===== config.mk =====
export PLATFORM = sky130hd
export DESIGN_NAME = tlsr_cmd_queue
export DESIGN_NICKNAME = d
export VERILOG_FILES = /design/src/sv/tlsr_pkg.sv /design/src/sv/tlsr_cmd_queue.sv
export SDC_FILE = /design/constraint.sdc
export NUM_CORES = 1
export LEC_CHECK = 0
export BUFFER_PORTS_ARGS = -buffer_cell sky130_fd_sc_hd__buf_2
export CORE_AREA = 2 2 53 55
export CTS_CLUSTER_SIZE = 14
export DETAILED_ROUTE_END_ITERATION = 6
export DIE_AREA = 0 0 55 57
export PLACE_DENSITY_LB_ADDON = 0.08
export SYNTH_ARGS = -nofsm -noshare
export SYNTH_HDL_FRONTEND = slang
export SYNTH_SLANG_ARGS = --single-unit

===== constraint.sdc =====
create_clock -name clk -period 2 [get_ports clk]
set_input_delay 0.4 -clock clk [delete_from_list [all_inputs] [get_ports clk]]
set_output_delay 0.4 -clock clk [all_outputs]
set_load 0.05 [all_outputs]

===== src/sv/tlsr_pkg.sv =====
// ----------------------------------------------------------------------------
// tlsr_pkg
// Shared constants and types of the two-level segmenter: field widths,
// header codes, register indexes, status codes and the front phase type.
// ----------------------------------------------------------------------------
`default_nettype none

package tlsr_pkg;

  // Default geometry
  localparam int SEGMENT_PAYLOAD_DEF = 726;
  localparam int FRAME_PAYLOAD_DEF   = 30;

  // Segment and frame header sizes
  localparam int SEG_HDR_LEN = 4;
  localparam int FRM_HDR_LEN = 4;

  // Field widths
  localparam int BYTE_W     = 8;
  localparam int DATA_LEN_W = 18;
  localparam int STATUS_W   = 2;
  localparam int IN_TDATA_W = 16;
  localparam int CFG_ADDR_W = 2;
  localparam int CFG_DATA_W = DATA_LEN_W;

  // Register reset values
  localparam logic [DATA_LEN_W-1:0] DATA_LENGTH_RST = 18'd76800;
  localparam logic [BYTE_W-1:0]     KIND_BYTE_RST   = 8'h00;

  // Register indexes
  localparam logic [CFG_ADDR_W-1:0] CFG_DATA_LENGTH = 2'd0;
  localparam logic [CFG_ADDR_W-1:0] CFG_KIND_BYTE   = 2'd1;

  // Frame header bytes
  localparam logic [BYTE_W-1:0] FRM_SYNC = 8'h02;
  localparam logic [BYTE_W-1:0] FRM_ZERO = 8'h00;

  // Item kinds
  localparam logic FUNC_DATA   = 1'b0;
  localparam logic FUNC_STATUS = 1'b1;

  // Receiver status codes
  localparam logic [STATUS_W-1:0] ST_NONE   = 2'd0;
  localparam logic [STATUS_W-1:0] ST_ACK    = 2'd1;
  localparam logic [STATUS_W-1:0] ST_BACK   = 2'd2;
  localparam logic [STATUS_W-1:0] ST_REPEAT = 2'd3;

  // Depth of the frame request queue
  localparam int CMDQ_DEPTH = 2;

  typedef enum logic {
    PH_FILL = 1'b0,
    PH_SEND = 1'b1
  } phase_t;

  // Flow status seen by the front
  typedef struct packed {
    logic q_full;
    logic q_empty;
    logic back_idle;
  } flow_t;

endpackage

`default_nettype wire


===== src/sv/tlsr_cmd_queue.sv =====
// ----------------------------------------------------------------------------
// tlsr_cmd_queue
// Short FIFO of frame requests between the front and the back.
// ----------------------------------------------------------------------------
`default_nettype none

module tlsr_cmd_queue import tlsr_pkg::*; #(
  parameter int WIDTH = 8
) (
  input  wire logic             clk,
  input  wire logic             rst_n,
  input  wire logic             push,
  input  wire logic [WIDTH-1:0] wdata,
  input  wire logic             pop,
  output logic      [WIDTH-1:0] rdata,
  output logic                  full,
  output logic                  empty
);

  localparam int PTR_W = (CMDQ_DEPTH > 1) ? $clog2(CMDQ_DEPTH) : 1;
  localparam int CNT_W = $clog2(CMDQ_DEPTH + 1);

  logic [WIDTH-1:0] entry_r [CMDQ_DEPTH];
  logic [PTR_W-1:0] wr_ptr_r, wr_ptr_nxt;
  logic [PTR_W-1:0] rd_ptr_r, rd_ptr_nxt;
  logic [CNT_W-1:0] count_r, count_nxt;
  logic             do_push, do_pop;

  assign full    = (count_r == CNT_W'(CMDQ_DEPTH));
  assign empty   = (count_r == '0);
  assign do_push = push && !full;
  assign do_pop  = pop && !empty;
  assign rdata   = entry_r[rd_ptr_r];

  always_comb begin
    wr_ptr_nxt = wr_ptr_r;
    rd_ptr_nxt = rd_ptr_r;
    count_nxt  = count_r;
    if (do_push) begin
      wr_ptr_nxt = (wr_ptr_r == PTR_W'(CMDQ_DEPTH - 1)) ? '0 : wr_ptr_r + 1'b1;
    end
    if (do_pop) begin
      rd_ptr_nxt = (rd_ptr_r == PTR_W'(CMDQ_DEPTH - 1)) ? '0 : rd_ptr_r + 1'b1;
    end
    if (do_push && !do_pop) begin
      count_nxt = count_r + 1'b1;
    end else if (do_pop && !do_push) begin
      count_nxt = count_r - 1'b1;
    end
  end

  always_ff @(posedge clk) begin
    if (!rst_n) begin
      wr_ptr_r <= '0;
      rd_ptr_r <= '0;
      count_r  <= '0;
    end else begin
      wr_ptr_r <= wr_ptr_nxt;
      rd_ptr_r <= rd_ptr_nxt;
      count_r  <= count_nxt;
    end
  end

  always_ff @(posedge clk) begin
    if (do_push) begin
      entry_r[wr_ptr_r] <= wdata;
    end
  end

endmodule

`default_nettype wire


* Word-level counts from Yosys, hierarchy flattened
Memories as Yosys holds them, arrays and structs flattened. A register that Yosys moved wholly into a read port is not among the register bits.
Cells that the tools add are included.
** Word-level totals
- Register bits :: 4
- Memory bits (writable) :: 16
- Logic and storage cells :: 27
- Memories kept :: 1
** Operators by class
- Add/sub/neg operators :: 4
- Eq/ne operators :: 1
- Mux-type cells :: 8
- Reductions and logical operators :: 10
** Memory list
- entry_r :: words 2, bits a word 8, rd ports 1, clocked after Yosys merged registers in 1, wr ports 1, RTL line tlsr_cmd_queue.sv:23 : logic [WIDTH-1:0] entry_r [CMDQ_DEPTH];
** Operators by type and width (count)
- 1-bit two-way mux :: 6
- 1-bit logical AND :: 4
- 1-bit logical NOT :: 4
- 2-bit two-way mux :: 2
- 1-bit adder, second input constant :: 2
- 2-bit by 1-bit adder with 2-bit output, second input constant :: 1
- 2-bit == test, second input constant :: 1
- 2-bit logical NOT :: 1
- 2-bit nonzero test :: 1
- 2-bit by 1-bit subtractor with 2-bit output, second input constant :: 1

* Longest topological paths before layout
Gate-level depths: netlist of run 1.
- Depth in word-level cells :: 7
- Depth in mapped cells :: 7
- Mapped depth without buffers :: 7

* Worst setup path after synthesis of run 1
Ideal clock, no wire load.
- Kind :: reg-to-reg
- From :: register count_r[0]
- To :: register count_r[1]
- Library setup time :: 0.070 ns
- Arrival time :: 1.559 ns
- Required time :: 1.930 ns
- Setup slack :: 0.371 ns
- Stages on the path, launching flop included :: 7
- Path buffers :: 0
- Clock period less this slack :: 1.629 ns
- Cells stage by stage :: dfxtp_1 > nand2b_1 > inv_2 > nor2_1 > ha_1 > or3_1 > a21boi_1
** Between the ends
- Word-level cells in the longest chain between the ends :: 6
- Elaborated cells between the ends (all ways) :: 15
- Classes of those cells :: add/sub: 2; eq/ne: 1; mux: 2; reduce/logical: 10
** Ends and longest elaborated chain
- start: declaration :: RTL line tlsr_cmd_queue.sv:26 : logic [CNT_W-1:0] count_r, count_nxt;
- start signal: assignment :: RTL line tlsr_cmd_queue.sv:60 : count_r <= count_nxt;
- 2-bit == test (*) :: RTL line tlsr_cmd_queue.sv:29 : assign full = (count_r == CNT_W'(CMDQ_DEPTH));
- via full :: RTL line tlsr_cmd_queue.sv:16 : output logic full,
- 1-bit logical NOT (*) :: RTL line tlsr_cmd_queue.sv:31 : assign do_push = push && !full;
- 1-bit logical AND (*) :: RTL line tlsr_cmd_queue.sv:31
- 1-bit logical NOT :: RTL line tlsr_cmd_queue.sv:47 : end else if (do_pop && !do_push) begin
- 1-bit logical AND :: RTL line tlsr_cmd_queue.sv:47
- 2-bit nonzero test (no source line)
Mark *: on every way through the listed nets, which the timed path passes. The rest lies on a longest branch. The select of a mux whose other input is x is not followed.
A chain may end at the register's enable or synchronous reset.

==> reports/metrics.yaml, run 1 <==
grt:
  grt_usage: 0.0822
  grt_max_degree: 12
  grt_pass1_wl_um: 1810
  overflow: 0
  grt_pass1_vias: 428
  grt_antenna_before_repair: 0
power:
  power_density_nw_per_um2: 1430
  power_leakage_nw: 0.384
  power.total_mw: 1.41
  vdd_drop_max_mv: 0.859
critical_path:
  worstSetupStartpointType: "register"
  crit_fanout: 8
  crit_end: "rdata[0]"
  r2r_start: "count_r[0]"
  critPathArrivalTime_ps: 1440
  rr_worst_depth: 6
  cp-end-kind: "output pin"
  critical_path_class: "register to output pin"
  rrSetupSlack_ps: 460
  worstPathRequired_ps: 1600
  timing.rr.end: "count_r[1]"
final_layout:
  fillers: 262
  drive_gt1_frac: 0.467
  area_growth_pct: 21.3
  diodes: 0
  final_nets: 89
floorplanning:
  num_rows: 19
  core_area_sq_um: 2620
  die_h_um: 57
  num_io_pins: 22
  die_area_sq_um: 3140
  initial_core_util: 0.310
  die_width_um: 55
timing:
  hold_ws_ps: 286
  skew_ps: 7.03
  fin_crit_ps: 1840
  rsz0062_at_grt: "no"
  setup_viol: 0
  hold_viol: 0
  finalCritPeriodShare: 0.920
  fmax_mhz: 544
  finalSetupTns_ps: 0
  relSlewSlack: 0.745
  slew_violations: 0
  setup_ws_ps: 160
  tightest_slew_ps: 383
routing:
  vias: 451
  wl_per_cell_um: 11.4
  drtAntennaViolNets: 0
  drt_iter0_markers: 4
  drt_pass1_iterations: 3
  drt-vias-per-instance: 4.25
  routed_wl_um: 1210
  drcViolationCount: 0
clock_network:
  cts_setup_buffers: 0
  tritoncts: "yes"
  cts_buffers: 3
  clk_latency_ps: 290
  post_cts_resized: 0
  cts_buffer_depth: 2
  clkTransAtPathRegs_ps: 110
  hold_buffers: 0
  cts_root_buffer: "clkbuf_4"
  clock_sinks: 21
  htree_num_levels: 1
placement:
  pre_cts_ws_ps: 461
  dp_hpwl_um: 880
  io_buffers: 21
  gp_congestion: 0.689
logic_synthesis:
  syn_area_sq_um: 810
  synth_seq_cells: 21
  avgSynthCellArea_sq_um: 16.2
  yosysTopAreaCell: "edfxtp_1"
  yosysTopAreaCellShare: 0.594
  synth_area_leaders: "edfxtp_1 (59%), dfxtp_1 (12%), mux2_2 (11%), and2_1 (2.3%), xnor2_1 (2.2%)"
  ys_types: 20
  synth_nets: 63
  synth_cells: 50
  ys_seq_area_frac: 0.717
  ys_warn_count: 0
flow_run:
  cap_violations: 0
run_status:
  status: "complete, no violations"
min_path:
  min_path_type: "input pin to register"
## worst max-delay path, stage by stage, from the launching register on
cell and delay (ps):
dfxtp_1 550, mux2_2 390, buf_2 210
## logic make-up after synthesis
logic type      count (synthesis)  share of synthesized area
compound gates                  5                     0.0402
buf+inv                         3                     0.0154
mux                             8                      0.111
xor+xnor                        3                     0.0325
flops                          21                      0.717
fa+ha+maj                       1                     0.0155
simple gates                    9                     0.0680
## Yosys cell counts
| library cell | count |
|---|---|
| buf_2 | 1 |
| a21boi_0 | 1 |
| inv_2 | 1 |
| dfxtp_1 | 5 |
| or3_1 | 1 |
| nand2b_1 | 1 |
| xnor2_1 | 2 |
| and3_1 | 1 |
| o21a_1 | 1 |
| nor3_2 | 1 |
| xor2_1 | 1 |
| edfxtp_1 | 16 |
| mux2_2 | 8 |
| nor2_1 | 2 |
| inv_1 | 1 |
| o21ai_1 | 1 |
| a21boi_1 | 1 |
| o21ai_0 | 1 |
| ha_1 | 1 |
| and2_1 | 3 |
## layout make-up
cell class,count,area [sq um],share of cell area
clock buffer,4,26.3,0.0268
inverter,2,7.51,0.00764
multi-input combinational,26,216,0.220
sequential,21,581,0.591
tap,31,38.8,0.0395
timing repair buffer,22,113,0.115
## where the power goes
part           total (mW)  leakage, nW  switching [mW]  internal [mW]
Combinational       0.595        0.178           0.398          0.197
Sequential          0.613        0.191          0.0569          0.556
Clock               0.198       0.0150           0.120         0.0775
## routing by layer
| layer | vias up | routed length, um | global-route usage |
|---|---|---|---|
| met4 | 0 | 0 | 0.0418 |
| met5 | - | 0 | 0 |
| met2 | 12 | 564 | 0.129 |
| li1 | 232 | - | - |
| met3 | 0 | 63 | 0.0262 |
| met1 | 207 | 578 | 0.0988 |
## registers in the layout, summed over array words and instances, names as in the netlist, named ones only
| name | cells |
|---|---|
| rd_ptr_r | 1 |
| count_r | 2 |
| wr_ptr_r | 1 |
| entry_r | 16 |
## worst min path at each step
stage,from,to,cells past startpoint
floorplan,count_r[1],count_r[1],2
global placement,count_r[1],count_r[1],2
detailed placement,count_r[1],count_r[1],2
CTS,wdata[7],entry_r[0][7],1
global route,wdata[7],entry_r[1][7],1
finish,wdata[7],entry_r[1][7],1
## stage by stage
stage          utilization  cell area [sq um]  instances
3_5_place_dp         0.366                956        102
5_1_grt              0.376                982        106
3_3_place_gp         0.366                956        102
6_report             0.376                982        106
2_1_floorplan            -                810         50
4_1_cts              0.376                982        106
## layout by cell type (no fill, tap or decap), drive strengths merged
cell	n
nor2	2
and2	3
or3	1
o21ai	2
inv	2
dfxtp	5
xor2	1
buf	22
o21a	1
xnor2	2
ha	1
nor3	1
a21boi	2
clkbuf	4
and3	1
mux2	8
edfxtp	16
nand2b	1
Power figures use the tool's default switching activity.
==> run 2, diff against run 1 <==
- clock period: 2 -> 1.5 ns (I/O delays scaled with it)
==> reports/metrics.yaml, run 2 (same netlist as run 1, synthesis figures left out) <==
run_status:
  status: "complete, but fails checks"
  violations: "negative setup slack"
critical_path:
  crit_fanout: 4  # -4
  rrSetupSlack_ps: 90  # -370 ps
  critical_path_class: "register to output pin"
  worstSetupStartpointType: "register"
  cp-end-kind: "output pin"
  critPathArrivalTime_ps: 1240  # -200 ps
  r2r_start: "count_r[0]"
  worstPathRequired_ps: 1200  # -400 ps
  rr_worst_depth: 6  # unchanged
  timing.rr.end: "count_r[1]"
final_layout:
  largest_reg_flops: 16  # unchanged
  area_growth_pct: 43.4
  diodes: 0  # unchanged
  fin_area_sq_um: 1160  # +18%
  regMostFlops: "entry_r"
  layout_common_cells: "edfxtp_1 (16), buf_2 (13), mux2_4 (8), buf_8 (8), buf_4 (5)"
  fillers: 264  # +0.76%
  final_core_util: 0.444  # +0.0684
  drive_gt1_frac: 0.556  # +0.0889
  largestRegisters: "entry_r x16, count_r x2"
  final_nets: 95  # +6.7%
  final_common_cell: "edfxtp_1"
clock_network:
  clock_sinks: 21  # unchanged
  cts_buffers: 3  # unchanged
  cts_setup_buffers: 0  # unchanged
  tritoncts: "yes"
  cts_buffer_depth: 2  # unchanged
  cts_root_buffer: "clkbuf_4"
  clkTransAtPathRegs_ps: 110  # about the same
  htree_num_levels: 1  # unchanged
  hold_buffers: 0  # unchanged
  clk_latency_ps: 290  # about the same
floorplanning:
  die_area_sq_um: 3140  # unchanged
  die_h_um: 57  # unchanged
  num_rows: 19  # unchanged
  die_width_um: 55  # unchanged
  core_area_sq_um: 2620  # unchanged
  num_io_pins: 22  # unchanged
  initial_core_util: 0.310  # unchanged
timing:
  fin_crit_ps: 1540
  hold_viol: 0  # unchanged
  relSlewSlack: 0.833  # +0.0888
  rsz0062_at_grt: "yes"
  skew_ps: 0.818  # -6.21 ps
  slew_violations: 0  # unchanged
  finalCritPeriodShare: 1.03
  fmax_mhz: 649
  setup_viol: 8  # +8
  tightest_slew_ps: 252  # -131 ps
  setup_ws_ps: -40.5  # -201 ps
  finalSetupTns_ps: -264  # -264 ps
routing:
  drtAntennaViolNets: 0  # unchanged
  routed_wl_um: 1310  # +9.0%
  drcViolationCount: 0  # unchanged
  drt_iter0_markers: 12  # +8
  drt_pass1_iterations: 3  # unchanged
  vias: 487  # +8.0%
  drt-vias-per-instance: 4.35  # +2.2%
  wl_per_cell_um: 11.7  # +3.1%
grt:
  grt_antenna_before_repair: 0  # unchanged
  grt_usage: 0.0946  # +0.0124
  grt_pass1_vias: 469  # +9.6%
  grt_pass1_wl_um: 2070  # +15%
  grt_max_degree: 12  # unchanged
  overflow: 0  # unchanged
placement:
  gp_congestion: 0.684  # -0.73%
  dp_hpwl_um: 1000  # +14%
  pre_cts_ws_ps: 60.8  # -401 ps
  io_buffers: 21  # unchanged
  place_area_sq_um: 1010  # +6.0%
flow_run:
  cap_violations: 0  # unchanged
min_path:
  hold_path_end: "entry_r[1][5]"
  min_from: "wdata[5]"
  hold-path-cell-count: 1  # unchanged
  min_path_type: "input pin to register"
power:
  power_density_nw_per_um2: 1920  # +34%
  vdd_drop_max_mv: 0.964  # +12%
  power_leakage_nw: 0.475  # +24%
## run 2: cell types whose count changed in the layout (fill, tap and decap cells not counted), moves of 2 or more
cell,previous run,this run
buf_2,21,13
dfxtp_1,5,2
buf_8,0,8
buf_4,1,5
mux2_2,8,0
dfxtp_2,0,3
buf_6,0,2
mux2_4,0,8
## run 2: area by class of cell
type / count / area, sq um / share of cell area
Clock buffer: 4 / 26.3 / 0.0226
Inverter: 2 / 12.5 / 0.0108
Multi-Input combinational cell: 26 / 254 / 0.219
Sequential cell: 21 / 584 / 0.503
Tap cell: 31 / 38.8 / 0.0334
Timing Repair Buffer: 28 / 245 / 0.211
## run 2: critical path, cell delays in order, from the launching register on
cell and delay, ps:
dfxtp_2 360, buf_6 120, mux2_4 310, buf_8 150
## run 2: metrics by stage
step | instances | power (mW) | hold WS [ps]
2_1_floorplan | 50 | 1.50 | 399
3_3_place_gp | 108 | 1.75 | 490
3_5_place_dp | 108 | 1.76 | 494
4_1_cts | 112 | 2.26 | 175
5_1_grt | 112 | 2.37 | 164
6_report | 112 | 2.23 | 187
## run 2: worst max path at each step
stage | startpoint | to | cells past startpoint
finish | register | rdata[2] | 3
global route | register | rdata[2] | 3
CTS | register | rdata[2] | 3
detailed placement | count_r[1] | count_r[1] | 7
global placement | count_r[0] | count_r[1] | 6
floorplan | count_r[0] | count_r[1] | 6
## run 2: power by group
part	internal, mW	switching [mW]	leakage, nW	total [mW]
combinational	0.538	0.628	0.269	1.17
clock	0.103	0.158	0.0150	0.262
sequential	0.749	0.0562	0.192	0.806
total	1.39	0.842	0.475	2.23
## run 2: layer usage
layer	GRT usage	wire, um
met1	0.139	602
met2	0.129	655
met3	0.0262	56
met4	0.0418	0
met5	0	0
## run 2: timing repair
item                       CTS  global route
pin swaps                    0             0
setup endpoints to repair    8            11
gates resized for setup     35             2
