## src/sv/tlsr_pkg.sv

```systemverilog
// ----------------------------------------------------------------------------
// tlsr_pkg
// Shared constants and types of the two-level segmenter: field widths,
// header codes, register indexes, status codes and the front phase type.
// ----------------------------------------------------------------------------
`default_nettype none

package tlsr_pkg;

  // Default geometry
  localparam int SEGMENT_PAYLOAD_DEF = 726;
  localparam int FRAME_PAYLOAD_DEF   = 30;

  // Segment and frame header sizes
  localparam int SEG_HDR_LEN = 4;
  localparam int FRM_HDR_LEN = 4;

  // Field widths
  localparam int BYTE_W     = 8;
  localparam int DATA_LEN_W = 18;
  localparam int STATUS_W   = 2;
  localparam int IN_TDATA_W = 16;
  localparam int CFG_ADDR_W = 2;
  localparam int CFG_DATA_W = DATA_LEN_W;

  // Register reset values
  localparam logic [DATA_LEN_W-1:0] DATA_LENGTH_RST = 18'd76800;
  localparam logic [BYTE_W-1:0]     KIND_BYTE_RST   = 8'h00;

  // Register indexes
  localparam logic [CFG_ADDR_W-1:0] CFG_DATA_LENGTH = 2'd0;
  localparam logic [CFG_ADDR_W-1:0] CFG_KIND_BYTE   = 2'd1;

  // Frame header bytes
  localparam logic [BYTE_W-1:0] FRM_SYNC = 8'h02;
  localparam logic [BYTE_W-1:0] FRM_ZERO = 8'h00;

  // Item kinds
  localparam logic FUNC_DATA   = 1'b0;
  localparam logic FUNC_STATUS = 1'b1;

  // Receiver status codes
  localparam logic [STATUS_W-1:0] ST_NONE   = 2'd0;
  localparam logic [STATUS_W-1:0] ST_ACK    = 2'd1;
  localparam logic [STATUS_W-1:0] ST_BACK   = 2'd2;
  localparam logic [STATUS_W-1:0] ST_REPEAT = 2'd3;

  // Depth of the frame request queue
  localparam int CMDQ_DEPTH = 2;

  typedef enum logic {
    PH_FILL = 1'b0,
    PH_SEND = 1'b1
  } phase_t;

  // Flow status seen by the front
  typedef struct packed {
    logic q_full;
    logic q_empty;
    logic back_idle;
  } flow_t;

endpackage

`default_nettype wire

```

## src/sv/tlsr_front.sv

```systemverilog
// ----------------------------------------------------------------------------
// tlsr_front
// Accepts data bytes and receiver status, fills the segment store, tracks
// segment and frame position and queues one request per frame to send.
// ----------------------------------------------------------------------------
`default_nettype none

module tlsr_front import tlsr_pkg::*; #(
  parameter int SEGMENT_PAYLOAD = SEGMENT_PAYLOAD_DEF,
  parameter int FRAME_PAYLOAD   = FRAME_PAYLOAD_DEF,
  localparam int PADDED_LEN  = SEGMENT_PAYLOAD + SEG_HDR_LEN,
  localparam int FRAME_COUNT = (PADDED_LEN + FRAME_PAYLOAD - 1) / FRAME_PAYLOAD,
  localparam int FN_W        = (FRAME_COUNT > 1) ? $clog2(FRAME_COUNT) : 1,
  localparam int SL_W        = $clog2(SEGMENT_PAYLOAD + 1),
  localparam int AW          = $clog2(SEGMENT_PAYLOAD),
  localparam int CMD_W       = SL_W + BYTE_W + FN_W
) (
  input  wire logic                  clk,
  input  wire logic                  rst_n,
  input  wire logic                  in_tvalid,
  output logic                       in_tready,
  input  wire logic [IN_TDATA_W-1:0] in_tdata,
  input  wire logic                  in_tuser,
  input  wire logic                  cfg_we,
  input  wire logic [CFG_ADDR_W-1:0] cfg_addr,
  input  wire logic [CFG_DATA_W-1:0] cfg_wdata,
  input  wire flow_t                 flow,
  output logic                       cmd_push,
  output logic      [CMD_W-1:0]      cmd_data,
  output logic                       wr_en,
  output logic      [AW-1:0]         wr_addr,
  output logic      [BYTE_W-1:0]     wr_data,
  output logic      [BYTE_W-1:0]     kind_byte
);

  phase_t                phase_r, phase_nxt;
  logic [DATA_LEN_W-1:0] data_length_r, data_length_nxt;
  logic [BYTE_W-1:0]     kind_r, kind_nxt;
  logic [SL_W-1:0]       fill_r, fill_nxt;
  logic [BYTE_W-1:0]     seg_num_r, seg_num_nxt;
  logic [FN_W-1:0]       frame_r, frame_nxt;
  logic [DATA_LEN_W-1:0] consumed_r, consumed_nxt;
  logic [DATA_LEN_W-1:0] seg_start_r, seg_start_nxt;

  logic [DATA_LEN_W-1:0] total;
  logic [DATA_LEN_W-1:0] rem;
  logic [SL_W-1:0]       seg_len;
  logic [SL_W:0]         fill_inc;
  logic [FN_W:0]         frame_inc;
  logic                  seg_done, last_frame;
  logic                  accept, is_data;
  logic [BYTE_W-1:0]     in_byte;
  logic [STATUS_W-1:0]   in_status;
  logic                  ev_store, ev_ack, ev_back, ev_rep;
  logic                  restart;

  assign in_byte   = in_tdata[BYTE_W-1:0];
  assign in_status = in_tdata[BYTE_W +: STATUS_W];
  assign is_data   = (in_tuser == FUNC_DATA);

  // Data may only land in the store once the back has read out the old segment
  assign in_tready = !flow.q_full &&
                     ((phase_r == PH_SEND) || (flow.back_idle && flow.q_empty));
  assign accept    = in_tvalid && in_tready;

  // Current segment length: min(payload, bytes left in the image)
  assign total   = (data_length_r == '0) ? DATA_LEN_W'(1) : data_length_r;
  assign rem     = (total > seg_start_r) ? (total - seg_start_r) : '0;
  assign seg_len = (rem < DATA_LEN_W'(SEGMENT_PAYLOAD)) ? rem[SL_W-1:0]
                                                        : SL_W'(SEGMENT_PAYLOAD);

  assign fill_inc   = {1'b0, fill_r} + 1'b1;
  assign seg_done   = (fill_inc >= {1'b0, seg_len});
  assign frame_inc  = {1'b0, frame_r} + 1'b1;
  assign last_frame = (frame_inc >= (FN_W + 1)'(FRAME_COUNT));

  assign restart  = cfg_we && (cfg_addr == CFG_DATA_LENGTH);
  assign ev_store = accept && is_data && (phase_r == PH_FILL);
  assign ev_ack   = accept && !is_data && (phase_r == PH_SEND) && (in_status == ST_ACK);
  assign ev_back  = accept && !is_data && (phase_r == PH_SEND) && (in_status == ST_BACK);
  assign ev_rep   = accept && !is_data && (phase_r == PH_SEND) && (in_status == ST_REPEAT);

  // Next state
  always_comb begin
    phase_nxt       = phase_r;
    data_length_nxt = data_length_r;
    kind_nxt        = kind_r;
    fill_nxt        = fill_r;
    seg_num_nxt     = seg_num_r;
    frame_nxt       = frame_r;
    consumed_nxt    = consumed_r;
    seg_start_nxt   = seg_start_r;
    if (cfg_we && (cfg_addr == CFG_KIND_BYTE)) begin
      kind_nxt = cfg_wdata[BYTE_W-1:0];
    end
    if (restart) begin
      // abandon the current image
      data_length_nxt = cfg_wdata[DATA_LEN_W-1:0];
      phase_nxt       = PH_FILL;
      fill_nxt        = '0;
      seg_num_nxt     = '0;
      frame_nxt       = '0;
      consumed_nxt    = '0;
      seg_start_nxt   = '0;
    end else if (ev_store) begin
      fill_nxt     = fill_inc[SL_W-1:0];
      consumed_nxt = consumed_r + 1'b1;
      if (seg_done) begin
        phase_nxt = PH_SEND;
        frame_nxt = '0;
      end
    end else if (ev_ack) begin
      if (last_frame) begin
        phase_nxt = PH_FILL;
        frame_nxt = '0;
        fill_nxt  = '0;
        if (consumed_r >= total) begin
          consumed_nxt  = '0;
          seg_num_nxt   = '0;
          seg_start_nxt = '0;
        end else begin
          seg_num_nxt   = seg_num_r + 1'b1;
          seg_start_nxt = consumed_r;
        end
      end else begin
        frame_nxt = frame_inc[FN_W-1:0];
      end
    end else if (ev_back) begin
      if (frame_r != '0) begin
        frame_nxt = frame_r - 1'b1;
      end
    end
  end

  // Outputs
  always_comb begin
    wr_en     = ev_store;
    wr_addr   = fill_r[AW-1:0];
    wr_data   = in_byte;
    kind_byte = kind_r;
    cmd_push  = !restart &&
                ((ev_store && seg_done) || (ev_ack && !last_frame) || ev_back || ev_rep);
    cmd_data  = {seg_len, seg_num_r, frame_nxt};
  end

  always_ff @(posedge clk) begin
    if (!rst_n) begin
      phase_r       <= PH_FILL;
      data_length_r <= DATA_LENGTH_RST;
      kind_r        <= KIND_BYTE_RST;
      fill_r        <= '0;
      seg_num_r     <= '0;
      frame_r       <= '0;
      consumed_r    <= '0;
      seg_start_r   <= '0;
    end else begin
      phase_r       <= phase_nxt;
      data_length_r <= data_length_nxt;
      kind_r        <= kind_nxt;
      fill_r        <= fill_nxt;
      seg_num_r     <= seg_num_nxt;
      frame_r       <= frame_nxt;
      consumed_r    <= consumed_nxt;
      seg_start_r   <= seg_start_nxt;
    end
  end

`ifndef ASSERT_OFF
  a_push_has_room: assert property (@(posedge clk) disable iff (!rst_n)
    cmd_push |-> !flow.q_full)
    else $error("frame request pushed into a full queue");

  a_fill_below_len: assert property (@(posedge clk) disable iff (!rst_n)
    (phase_r == PH_FILL) |-> (fill_r < seg_len))
    else $error("fill count reached segment length while filling");

  a_frame_in_range: assert property (@(posedge clk) disable iff (!rst_n)
    ({1'b0, frame_r} < (FN_W + 1)'(FRAME_COUNT)))
    else $error("frame number beyond frame count");
`endif

endmodule

`default_nettype wire

```

## config.mk

```make
export PLATFORM = sky130hd
export DESIGN_NAME = tlsr_front
export DESIGN_NICKNAME = d
export VERILOG_FILES = /design/src/sv/tlsr_pkg.sv /design/src/sv/tlsr_front.sv
export SDC_FILE = /design/constraint.sdc
export NUM_CORES = 1
export LEC_CHECK = 0
export BUFFER_PORTS_ARGS = -buffer_cell sky130_fd_sc_hd__buf_2
export CORE_UTILIZATION = 25
export DETAILED_ROUTE_END_ITERATION = 7
export PLACE_DENSITY = 0.49
export REMOVE_ABC_BUFFERS = 1
export SLEW_MARGIN = 20
export SYNTH_ARGS = -nofsm -noshare
export SYNTH_HDL_FRONTEND = slang
export SYNTH_SLANG_ARGS = --single-unit
```

## constraint.sdc

```tcl
create_clock -name clk -period 13.6 [get_ports clk]
set_clock_uncertainty 0.1 [all_clocks]
set_input_delay 2.72 -clock clk [delete_from_list [all_inputs] [get_ports clk]]
set_output_delay 2.72 -clock clk [all_outputs]
set_load 0.05 [all_outputs]
```

======== After elaboration in Yosys (flattened, before gate mapping) ========
Index checks and enable logic that the tools add are counted.
storage, ports and cells
  output and inout bits ................... 52
  bits in registers ....................... 86
operators by class
  bitwise gates (word level) .............. 4
  equal/unequal tests ..................... 5
  add/subtract/negate cells ............... 6
  multiplexer cells ....................... 22
  order comparisons ....................... 5
  reductions and logical operators ........ 31
operators by type and width
  operator                                                                             number
  18-bit two-way mux                                                                   6
  10-bit two-way mux                                                                   4
  5-bit two-way mux                                                                    7
  18-bit by 1-bit adder with 18-bit output, second input constant                      1
  18-bit greater-or-equal comparator                                                   1
  18-bit greater-than comparator                                                       1
  18-bit zero test                                                                     1
  18-bit by 10-bit less-than comparator with 1-bit output, second input constant       1
  18-bit subtractor                                                                    1
  1-bit logical AND                                                                    15
  10-bit by 1-bit adder with 11-bit output, second input constant                      1
  11-bit by 10-bit greater-or-equal comparator with 1-bit output                       1
  8-bit by 1-bit adder with 8-bit output, second input constant                        1
  8-bit two-way mux                                                                    1
  5-bit by 1-bit adder with 6-bit output, second input constant                        1
  6-bit by 5-bit greater-or-equal comparator with 1-bit output, second input constant  1
  3-bit AND reduction                                                                  2
  5-bit nonzero test                                                                   1
  5-bit by 1-bit subtractor with 5-bit output, second input constant                   1
  2-bit by 1-bit equality test with 1-bit output, second input constant                2
  2-bit equality test, second input constant                                           2
  1-bit logical OR                                                                     4
  1-bit two-way mux                                                                    4
  1-bit NOT                                                                            4
  other kinds (6)                                                                      9

======== Depth between registers and ports, before layout ========
Gate-level depths: netlist of the first run.
  word-level depth ........................ 12
  gate-level depth with buffers ........... 26
  depth with buffers taken out ............ 25

======== Worst setup path before layout of the first run ========
No wires, ideal clock.
  path kind ............................... register to output
  start ................................... register data_length_r[9]
  end ..................................... output cmd_data[3]
  path buffers ............................ 1
  slack ................................... 3.523 ns
  data arrival time ....................... 7.257 ns
  required time ........................... 10.780 ns
  cell stages (with the launch flop) ...... 26
  cell sequence ........................... dfxtp_1 > inv_1 > nand4_1 > nor2_1 > a31o_2 > inv_1 > ha_1 > inv_1 > fa_1 > a21oi_2 > o211ai_2 > a311o_1 > a221o_1 > o31ai_4 > o32ai_1 > nor4_1 > ha_1 > nand2b_1 > a21o_1 > a21o_1 > a21o_1 > nand2_1 > a31oi_1 > o21a_1 > clkbuf_1 > nor3_1
between the ends
  longest elaborated chain between the ends .. 10
  elaborated cells between the ends (all ways) .. 11
  those cells by class .................... 1 x add/sub; 3 x order compare; 6 x mux; 1 x reduce/logical
RTL lines
  what                                                                        RTL line           RTL
  start: declaration                                                          tlsr_front.sv:37   logic [DATA_LEN_W-1:0] data_length_r, data_length_nxt;
  start signal: assignment                                                    tlsr_front.sv:158  data_length_r <= data_length_nxt;
  18-bit zero test                                                            tlsr_front.sv:67   assign total = (data_length_r == '0) ? DATA_LEN_W'(1) : data_length_r;
  18-bit two-way mux (*)                                                      tlsr_front.sv:67
  18-bit subtractor / 18-bit greater-than comparator (equally long branches)  tlsr_front.sv:68   assign rem = (total > seg_start_r) ? (total - seg_start_r) : '0;
  18-bit two-way mux (*)                                                      tlsr_front.sv:68
  18-bit by 10-bit less-than comparator with 1-bit output                     tlsr_front.sv:69   assign seg_len = (rem < DATA_LEN_W'(SEGMENT_PAYLOAD)) ? rem[SL_W-1:0]
  10-bit two-way mux (*)                                                      tlsr_front.sv:69
  net cmd_data[13]                                                            tlsr_front.sv:29   output logic [CMD_W-1:0] cmd_data,
  11-bit by 10-bit greater-or-equal comparator with 1-bit output (*)          tlsr_front.sv:73   assign seg_done = (fill_inc >= {1'b0, seg_len});
  5-bit two-way mux (*)                                                       tlsr_front.sv:108  if (seg_done) begin
  5-bit two-way mux (*)                                                       tlsr_front.sv:105  end else if (ev_store) begin
  5-bit two-way mux (*)                                                       tlsr_front.sv:96   if (restart) begin
  end: declaration                                                            tlsr_front.sv:29
The timed path passes the listed nets; every way through them passes the cells marked *.

======== Worst setup path after layout of the first run ========
  start ................................... register data_length_r[17]
  end ..................................... output cmd_data[3]
between the ends
  longest elaborated chain between the ends .. 10
  elaborated cells between the ends (all ways) .. 11
  those cells by class .................... 1 x add/sub; 3 x order compare; 6 x mux; 1 x reduce/logical
RTL lines
  what                                                                        RTL line
  18-bit zero test                                                            tlsr_front.sv:67
  18-bit two-way mux (*)                                                      tlsr_front.sv:67
  18-bit subtractor / 18-bit greater-than comparator (equally long branches)  tlsr_front.sv:68
  18-bit two-way mux (*)                                                      tlsr_front.sv:68
  18-bit by 10-bit less-than comparator with 1-bit output                     tlsr_front.sv:69
  10-bit two-way mux (*)                                                      tlsr_front.sv:69
  11-bit by 10-bit greater-or-equal comparator with 1-bit output (*)          tlsr_front.sv:73
  5-bit two-way mux (*)                                                       tlsr_front.sv:108
  5-bit two-way mux (*)                                                       tlsr_front.sv:105
  5-bit two-way mux (*)                                                       tlsr_front.sv:96
Mark *: on every way between the ends. The rest lies on a longest branch, timed or not.

==> results.json, run 1 <==
{
  "outcome": "complete, no violations",
  "drt.antenna.violating_nets": 0,
  "synthTopCellsByArea": "sky130_fd_sc_hd__dfxtp_1 29%, sky130_fd_sc_hd__ha_1 11%, sky130_fd_sc_hd__a21oi_1 5.7%",
  "final_core_density": 0.2965,
  "grt_start_max_net_pins": 29,
  "clock_latency_ns": 0.36,
  "placeableCoreArea_sq_mm": 0.02285,
  "leakagePower_uw": 0.002914,
  "fmax_mhz": 107.0,
  "netlist_instances": 757,
  "design.portCount": 96,
  "worst_setup_path_end_kind": "output pin",
  "whs_path_depth": 2,
  "final-max-slew-violation-count": 0,
  "slowest_stage": "sky130_fd_sc_hd__o31ai_4",
  "crit-reg2reg-capture": "frame_r[3]",
  "wl_cell_um": 15.08,
  "worst_setup_path_start_kind": "flip-flop",
  "critical_path_s_largest_stage_delay_ns": 0.55,
  "synthToLayoutAreaGrowth_pct": 14.95,
  "setup.worst_path.class": "reg -> out",
  "synth.mux.area_fraction": 0.01720,
  "hold_viol": 0,
  "wire_length_of_the_first_global_routing_pass_um": 27490,
  "detail_route.wirelength_um": 16680,
  "timing.slew.headroom": 0.3463,
  "drive_gt1_frac": 0.1475,
  "rsz_0062_raised_after_global_routing": "no",
  "die-area_sq_mm": 0.02419,
  "powerDensity_mw_per_mm2": 91.83,
  "timing.rr.start": "data_length_r[17]",
  "required_ns": 10.78,
  "clock_path_buffers": 2,
  "post_cts_hold_buffer_count": 0,
  "netlist.top_cell.by_area": "sky130_fd_sc_hd__dfxtp_1",
  "netlist.area_leader.share": 0.2921,
  "vias": 5378,
  "seq_area_frac_synth": 0.2921,
  "cp_max_fo": 17,
  "cpLargestDelayFamily": "compound AO/OA/AOI/OAI gates",
  "synth.cells.most_frequent": "86 x sky130_fd_sc_hd__dfxtp_1, 72 x sky130_fd_sc_hd__nand2_1, 67 x sky130_fd_sc_hd__a21oi_1",
  "drc_violation_count_after_routing": 0,
  "regToRegSetupSlack_ns": 7.46,
  "cap_violations": 0,
  "dieHeight_um": 155.5,
  "port_buffers": 73,
  "power.ir.vdd_worst_mv": 0.05229,
  "synthesized_area_fraction_occupied_by_and_or_nand_nor_cells": 0.2240,
  "worst_slew_pin_slew_ns": 0.9775,
  "synth_top_family_by_area": "compound AO/OA/AOI/OAI gates",
  "cts_resized": 0,
  "fin_crit_sh": 0.6869,
  "dr_vias_cell": 4.863,
  "synth-seq-cells": 86,
  "synth_edf_count": 0,
  "min_delay_worst_endpoint": "seg_num_r[7]",
  "timing.hold.ws_ns": 0.3827,
  "critPathArrivalTime_ns": 6.52,
  "htree_levels": 3,
  "final_period_minus_worst_setup_slack_ns": 9.342,
  "fraction_of_synthesized_cell_area_in_xor_and_xnor_cells": 0.04013,
  "via_count_of_the_first_global_routing_pass": 5155,
  "layout.filler_cells": 2583,
  "finalSetupTns_ns": 0,
  "floorplan.initialDensity": 0.2579,
  "cts_root_buffer": "sky130_fd_sc_hd__clkbuf_16",
  "detailed_place_hpwl_um": 12310,
  "global_placement_routability_congestion": 0.8295,
  "clkTransAtPathRegs_ns": 0.08,
  "postSynth.topFlopCell": "sky130_fd_sc_hd__dfxtp_1",
  "initial_antenna_violation_count": 0,
  "setup_violations": 0,
  "post-synth-top-count-cell": "sky130_fd_sc_hd__dfxtp_1",
  "timing.hold.worst.start": "seg_num_r[7]",
  "n_antenna_cell": 0,
  "design.final.nets": 886,
  "synthesis.area_per_instance_sq_um": 7.785,
  "tritoncts.num_buffers": 9,
  "synth_compound_area_frac": 0.2363,
  "holdCritPathClass": "reg -> reg",
  "post-cts-setup-buffers": 0,
  "timing.reg2reg.worst_path_depth": 24,
  "placementRows": 55,
  "drtPass1Iterations": 5,
  "grt_overflow": 0,
  "cts.sinks": 86,
  "initialDrtViolationCount": 239,
  "buf_inv_stages_crit_path": 4,
  "post_synth_num_cell_types": 72,
  "fp.dieW_um": 155.5,
  "grt_use_total": 0.1428,
  "syn-cell-area_sq_mm": 0.005893,
  "synth-adder-area-share": 0.1176,
  "synth.yosys.warnings": 0,
  "synth-async-reset-ratio": 0,
  "cts_tree": "done"
}
worst max-delay path by stage:
stage / start / endpoint / slack [ns] / depth (start not counted)
floorplan: data_length_r[5] / cmd_data[3] / 3.33 / 24
global placement: data_length_r[17] / cmd_data[3] / 4.60 / 25
detailed placement: data_length_r[17] / cmd_data[3] / 4.60 / 25
CTS: data_length_r[17] / cmd_data[3] / 4.19 / 25
global route: data_length_r[17] / cmd_data[3] / 3.65 / 25
finish: data_length_r[17] / cmd_data[3] / 4.26 / 25
area by class of cell:
class                   count  area, sq um  area share
clock buffers               9        225.2     0.03325
clock inverters             7        105.1     0.01552
inverters                  45        168.9     0.02494
multi-input cells         567         3751      0.5537
flip-flops and latches     86         1722      0.2542
well taps                 313        391.6     0.05781
repair buffers             79        410.4     0.06058
layout by cell type (no fill, tap or decap), types with 5 or more instances in the layout:
cell	instances
sky130_fd_sc_hd__a211oi_1	7
sky130_fd_sc_hd__a21o_1	21
sky130_fd_sc_hd__a21oi_1	67
sky130_fd_sc_hd__a22o_1	16
sky130_fd_sc_hd__a31oi_1	10
sky130_fd_sc_hd__and3_1	19
sky130_fd_sc_hd__and4_1	5
sky130_fd_sc_hd__buf_2	73
sky130_fd_sc_hd__buf_4	6
sky130_fd_sc_hd__clkbuf_16	9
sky130_fd_sc_hd__dfxtp_1	86
sky130_fd_sc_hd__ha_1	53
sky130_fd_sc_hd__inv_1	44
sky130_fd_sc_hd__mux2i_1	9
sky130_fd_sc_hd__nand2_1	71
sky130_fd_sc_hd__nand3_1	23
sky130_fd_sc_hd__nand3b_1	8
sky130_fd_sc_hd__nand4_1	13
sky130_fd_sc_hd__nor2_1	66
sky130_fd_sc_hd__nor3_1	20
sky130_fd_sc_hd__o211ai_1	6
sky130_fd_sc_hd__o21a_1	6
sky130_fd_sc_hd__o21ai_0	37
sky130_fd_sc_hd__or3_1	5
sky130_fd_sc_hd__xnor2_1	11
sky130_fd_sc_hd__xor2_1	16
worst min-delay path, cell delays in order (launching register included):
cell and delay [ns]:
sky130_fd_sc_hd__dfxtp_1 0.32, sky130_fd_sc_hd__o21ai_0 0.07, sky130_fd_sc_hd__a21oi_1 0.06
power by group:
group,internal (uW),total [uW],switching (uW)
Sequential,255,257,2.74
Clock,164,283,119
Combinational,29.3,81.5,52.2
cells by family after synthesis:
logic type	after synthesis
AND/OR/NAND/NOR	265
AO/OA/AOI/OAI	210
buffers and inverters	104
flip-flops	86
adder cells (fa/ha/maj)	55
XOR/XNOR	27
multiplexers	10
layer usage:
metal,part of all wire,GRT usage,vias to the layer above
met2,0.43,0.2176,94
met4,0.012,0.03828,0
met5,0,0,-
li1,-,-,2774
met1,0.52,0.2036,2495
met3,0.035,0.02778,15
sequential cells by signal (all words and copies together) (netlist names):
signal / cells
consumed_r: 18
data_length_r: 18
seg_start_r: 18
wr_addr: 10
kind_byte: 8
seg_num_r: 8
frame_r: 5
phase_r: 1
stage by stage:
step                      setup WS, ns  std cells  cell area [sq um]  total power (uW)
after floorplan                  3.328        698               5634             320.1
after global placement           4.604       1090               6441             344.2
after detailed placement         4.603       1090               6441             344.1
after CTS                        4.192       1106               6771             629.5
after global routing             3.648       1106               6774             647.6
final                            4.258       1106               6774             622.1
Note: power is estimated with default switching activity, not from simulation.
==> run 2: changes to the inputs <==
--- a/config.mk
+++ b/config.mk
@@ -5,10 +5,11 @@
 export SDC_FILE = /design/constraint.sdc
 export NUM_CORES = 1
 export LEC_CHECK = 0
+export ABC_AREA = 1
 export BUFFER_PORTS_ARGS = -buffer_cell sky130_fd_sc_hd__buf_2
 export CORE_UTILIZATION = 25
 export DETAILED_ROUTE_END_ITERATION = 7
-export PLACE_DENSITY = 0.49
+export PLACE_DENSITY = 0.5
 export REMOVE_ABC_BUFFERS = 1
 export SLEW_MARGIN = 20
 export SYNTH_ARGS = -nofsm -noshare
==> constraint.sdc (replaced) <==
create_clock -name clk -period 7.85 [get_ports clk]
set_clock_uncertainty 0.1 [all_clocks]
set_input_delay 1.57 -clock clk [delete_from_list [all_inputs] [get_ports clk]]
set_output_delay 1.57 -clock clk [all_outputs]
set_load 0.05 [all_outputs]
==> run 2 against run 1 <==
Against the previous run: worst setup slack lost 3.1 ns; clock power grew 59%; cell area grew 8.8%; sequential power grew 74%; critical path depth is the same; utilization shrank 0.55 points; synthesized area grew 10%; wire length grew 5.8%; combinational power grew 140%; hold slack lost 0.039 ns; non-clock buffer count shrank 1; first-iteration DRC count grew 13%.
==> results.json, run 2 <==
{
  "outcome": "complete, no violations",
  "worstSetupStartpoint": "data_length_r[13]",
  "synthTopCellsByArea": "sky130_fd_sc_hd__dfxtp_1 27%, sky130_fd_sc_hd__nand2_1 15%, sky130_fd_sc_hd__ha_1 10%",
  "placeableCoreArea_sq_mm": 0.02533,
  "syn-cell-area_sq_mm": 0.006484,
  "synth_edf_count": 0,
  "seq_area_frac_synth": 0.2655,
  "synth.yosys.warnings": 0,
  "design.final.nets": 1155,
  "cp_max_fo": 17,
  "drive_gt1_frac": 0.1281,
  "post_synth_num_cell_types": 45,
  "netlist.top_cell.by_area": "sky130_fd_sc_hd__dfxtp_1",
  "placementRows": 58,
  "tritoncts.num_buffers": 9,
  "dieHeight_um": 163.0,
  "layout_common_cells": "259 x sky130_fd_sc_hd__nand2_1, 162 x sky130_fd_sc_hd__inv_1, 99 x sky130_fd_sc_hd__a21oi_1",
  "initial_antenna_violation_count": 0,
  "cts_root_buffer": "sky130_fd_sc_hd__clkbuf_16",
  "critPathArrivalTime_ns": 5.01,
  "netlist_instances": 1016,
  "port_buffers": 73,
  "vias": 6234,
  "crit-reg2reg-capture": "frame_r[4]",
  "htree_levels": 3,
  "synth.cells.most_frequent": "259 x sky130_fd_sc_hd__nand2_1, 162 x sky130_fd_sc_hd__inv_1, 99 x sky130_fd_sc_hd__a21oi_1",
  "clock_path_buffers": 2,
  "post_cts_hold_buffer_count": 0,
  "worst_slack_placed_ns": 1.384,
  "initialDrtViolationCount": 269,
  "grt_start_max_net_pins": 44,
  "global_route.usage.met1": 0.1786,
  "power.ir.vdd_worst_mv": 0.09887,
  "regToRegSetupSlack_ns": 3.26,
  "drc_violation_count_after_routing": 0,
  "worst_slew_pin_slew_ns": 0.7011,
  "netlist.area_leader.share": 0.2655,
  "required_ns": 6.18,
  "holdCritPathClass": "reg -> reg",
  "cpMostUsedCell": "sky130_fd_sc_hd__nand2_1",
  "postSynth.topFlopCell": "sky130_fd_sc_hd__dfxtp_1",
  "clock_latency_ns": 0.36,
  "finalSetupTns_ns": 0,
  "design.portCount": 96,
  "crit_end": "cmd_data[0]",
  "grt_overflow": 0,
  "setup_violations": 0,
  "largest_registers": "consumed_r x18, data_length_r x18, seg_start_r x18",
  "drt.antenna.violating_nets": 0,
  "worst_setup_path_start_kind": "flip-flop",
  "cap_violations": 0,
  "dr_vias_cell": 4.478,
  "finalInstanceArea_sq_mm": 0.007370,
  "grt.met3_usage": 0.02158,
  "worst_setup_path_end_kind": "output pin",
  "fp.dieW_um": 163.0,
  "synth-async-reset-ratio": 0,
  "n_antenna_cell": 0,
  "drtPass1Iterations": 5,
  "layout.cells.most_common": "sky130_fd_sc_hd__nand2_1",
  "wl_cell_um": 12.67,
  "global_placement_routability_congestion": 0.8299,
  "synthesis.area_per_instance_sq_um": 6.382,
  "hold_viol": 0,
  "wire_length_of_the_first_global_routing_pass_um": 28810,
  "cts.sinks": 86,
  "floorplan.initialDensity": 0.2560,
  "via_count_of_the_first_global_routing_pass": 5774,
  "detail_route.wirelength_um": 17640,
  "cts_tree": "done",
  "powerDensity_mw_per_mm2": 148.2,
  "critical_path_s_largest_stage_delay_ns": 0.52,
  "die-area_sq_mm": 0.02658,
  "clkTransAtPathRegs_ns": 0.07,
  "timing.reg2reg.worst_path_depth": 24,
  "synthToLayoutAreaGrowth_pct": 13.66,
  "fmax_mhz": 149.8,
  "fin_crit_sh": 0.8505,
  "final_period_minus_worst_setup_slack_ns": 6.677,
  "cts_resized": 0,
  "final-max-slew-violation-count": 0,
  "grt.busiest_layer": "met2",
  "post-synth-top-count-cell": "sky130_fd_sc_hd__nand2_1",
  "slowest_stage": "sky130_fd_sc_hd__nor4_1",
  "grt_use_total": 0.1357,
  "rsz_0062_raised_after_global_routing": "no",
  "post-cts-setup-buffers": 0,
  "timing.final.ws_setup_ns": 1.173,
  "leakagePower_uw": 0.003438,
  "timing.rr.start": "data_length_r[13]",
  "final_core_density": 0.2910,
  "detailed_place_hpwl_um": 14070,
  "placed_cell_area_sq_mm": 0.007059,
  "setup.worst_path.class": "reg -> out",
  "synth-seq-cells": 86,
  "timing.slew.headroom": 0.5312,
  "grt_use_met2": 0.2294
}
-- run 2: cell count changes in the layout (fill, tap and decap cells not counted), sizes merged, moves of 7 or more --
cell,delta
a31oi,-7
nand4,+10
mux2i,-8
inv,+119
a21oi,+30
nand3,+47
nor2,+9
nand2,+204
and4,-7
a22o,-16
a21o,-23
and3,-19
-- run 2: how the worst min path moves through the flow --
stage | startpoint | to | depth (start not counted)
finish | kind_byte[0] | kind_byte[0] | 2
global route | kind_byte[3] | kind_byte[3] | 2
CTS | kind_byte[7] | kind_byte[7] | 2
detailed placement | kind_byte[7] | kind_byte[7] | 2
global placement | kind_byte[2] | kind_byte[2] | 2
floorplan | seg_start_r[2] | seg_start_r[2] | 2
-- run 2: cell families after synthesis --
family	count (synthesis)	synth area share
XOR/XNOR	21	0.02837
buffers and inverters	215	0.1337
multiplexers	1	0.001544
AND/OR/NAND/NOR	481	0.3335
AO/OA/AOI/OAI	158	0.1320
adder cells (fa/ha/maj)	54	0.1054
flip-flops	86	0.2655
-- run 2: final cells by class --
type                    count  area, sq um
flip-flops and latches     86         1722
clock inverters             6        71.32
inverters                 167        626.9
fillers                  2829        17960
well taps                 330        412.9
clock buffers              10        239.0
multi-input cells         715         3895
repair buffers             78        402.9
-- run 2: critical path, delay by kind of cell (launching register included) --
kind	cells	cell delay, ns
AO/OA/AOI/OAI	6	1.06
adder cells (fa/ha/maj)	3	0.84
buffers and inverters	2	0.40
flip-flops	1	0.33
AND/OR/NAND/NOR	14	2.00
-- run 2: through the flow --
stage	hold WS [ns]	total power, uW	std cells
finish	0.3442	1092	1392
CTS	0.3479	1102	1392
detailed placement	0.3365	652.7	1376
floorplan	0.3410	598.0	968
global route	0.3609	1142	1392
global placement	0.3334	651.0	1376
-- run 2: power breakdown --
group | total [uW] | internal, uW | switching (uW)
Combinational | 193 | 58.1 | 135
Clock | 451 | 257 | 194
Sequential | 448 | 443 | 4.93
-- run 2: metal layers --
layer | up-vias | part of all wire
met3 | 13 | 0.024
met1 | 2813 | 0.49
met5 | - | 0
met2 | 75 | 0.47
met4 | 0 | 0.013
li1 | 3333 | -
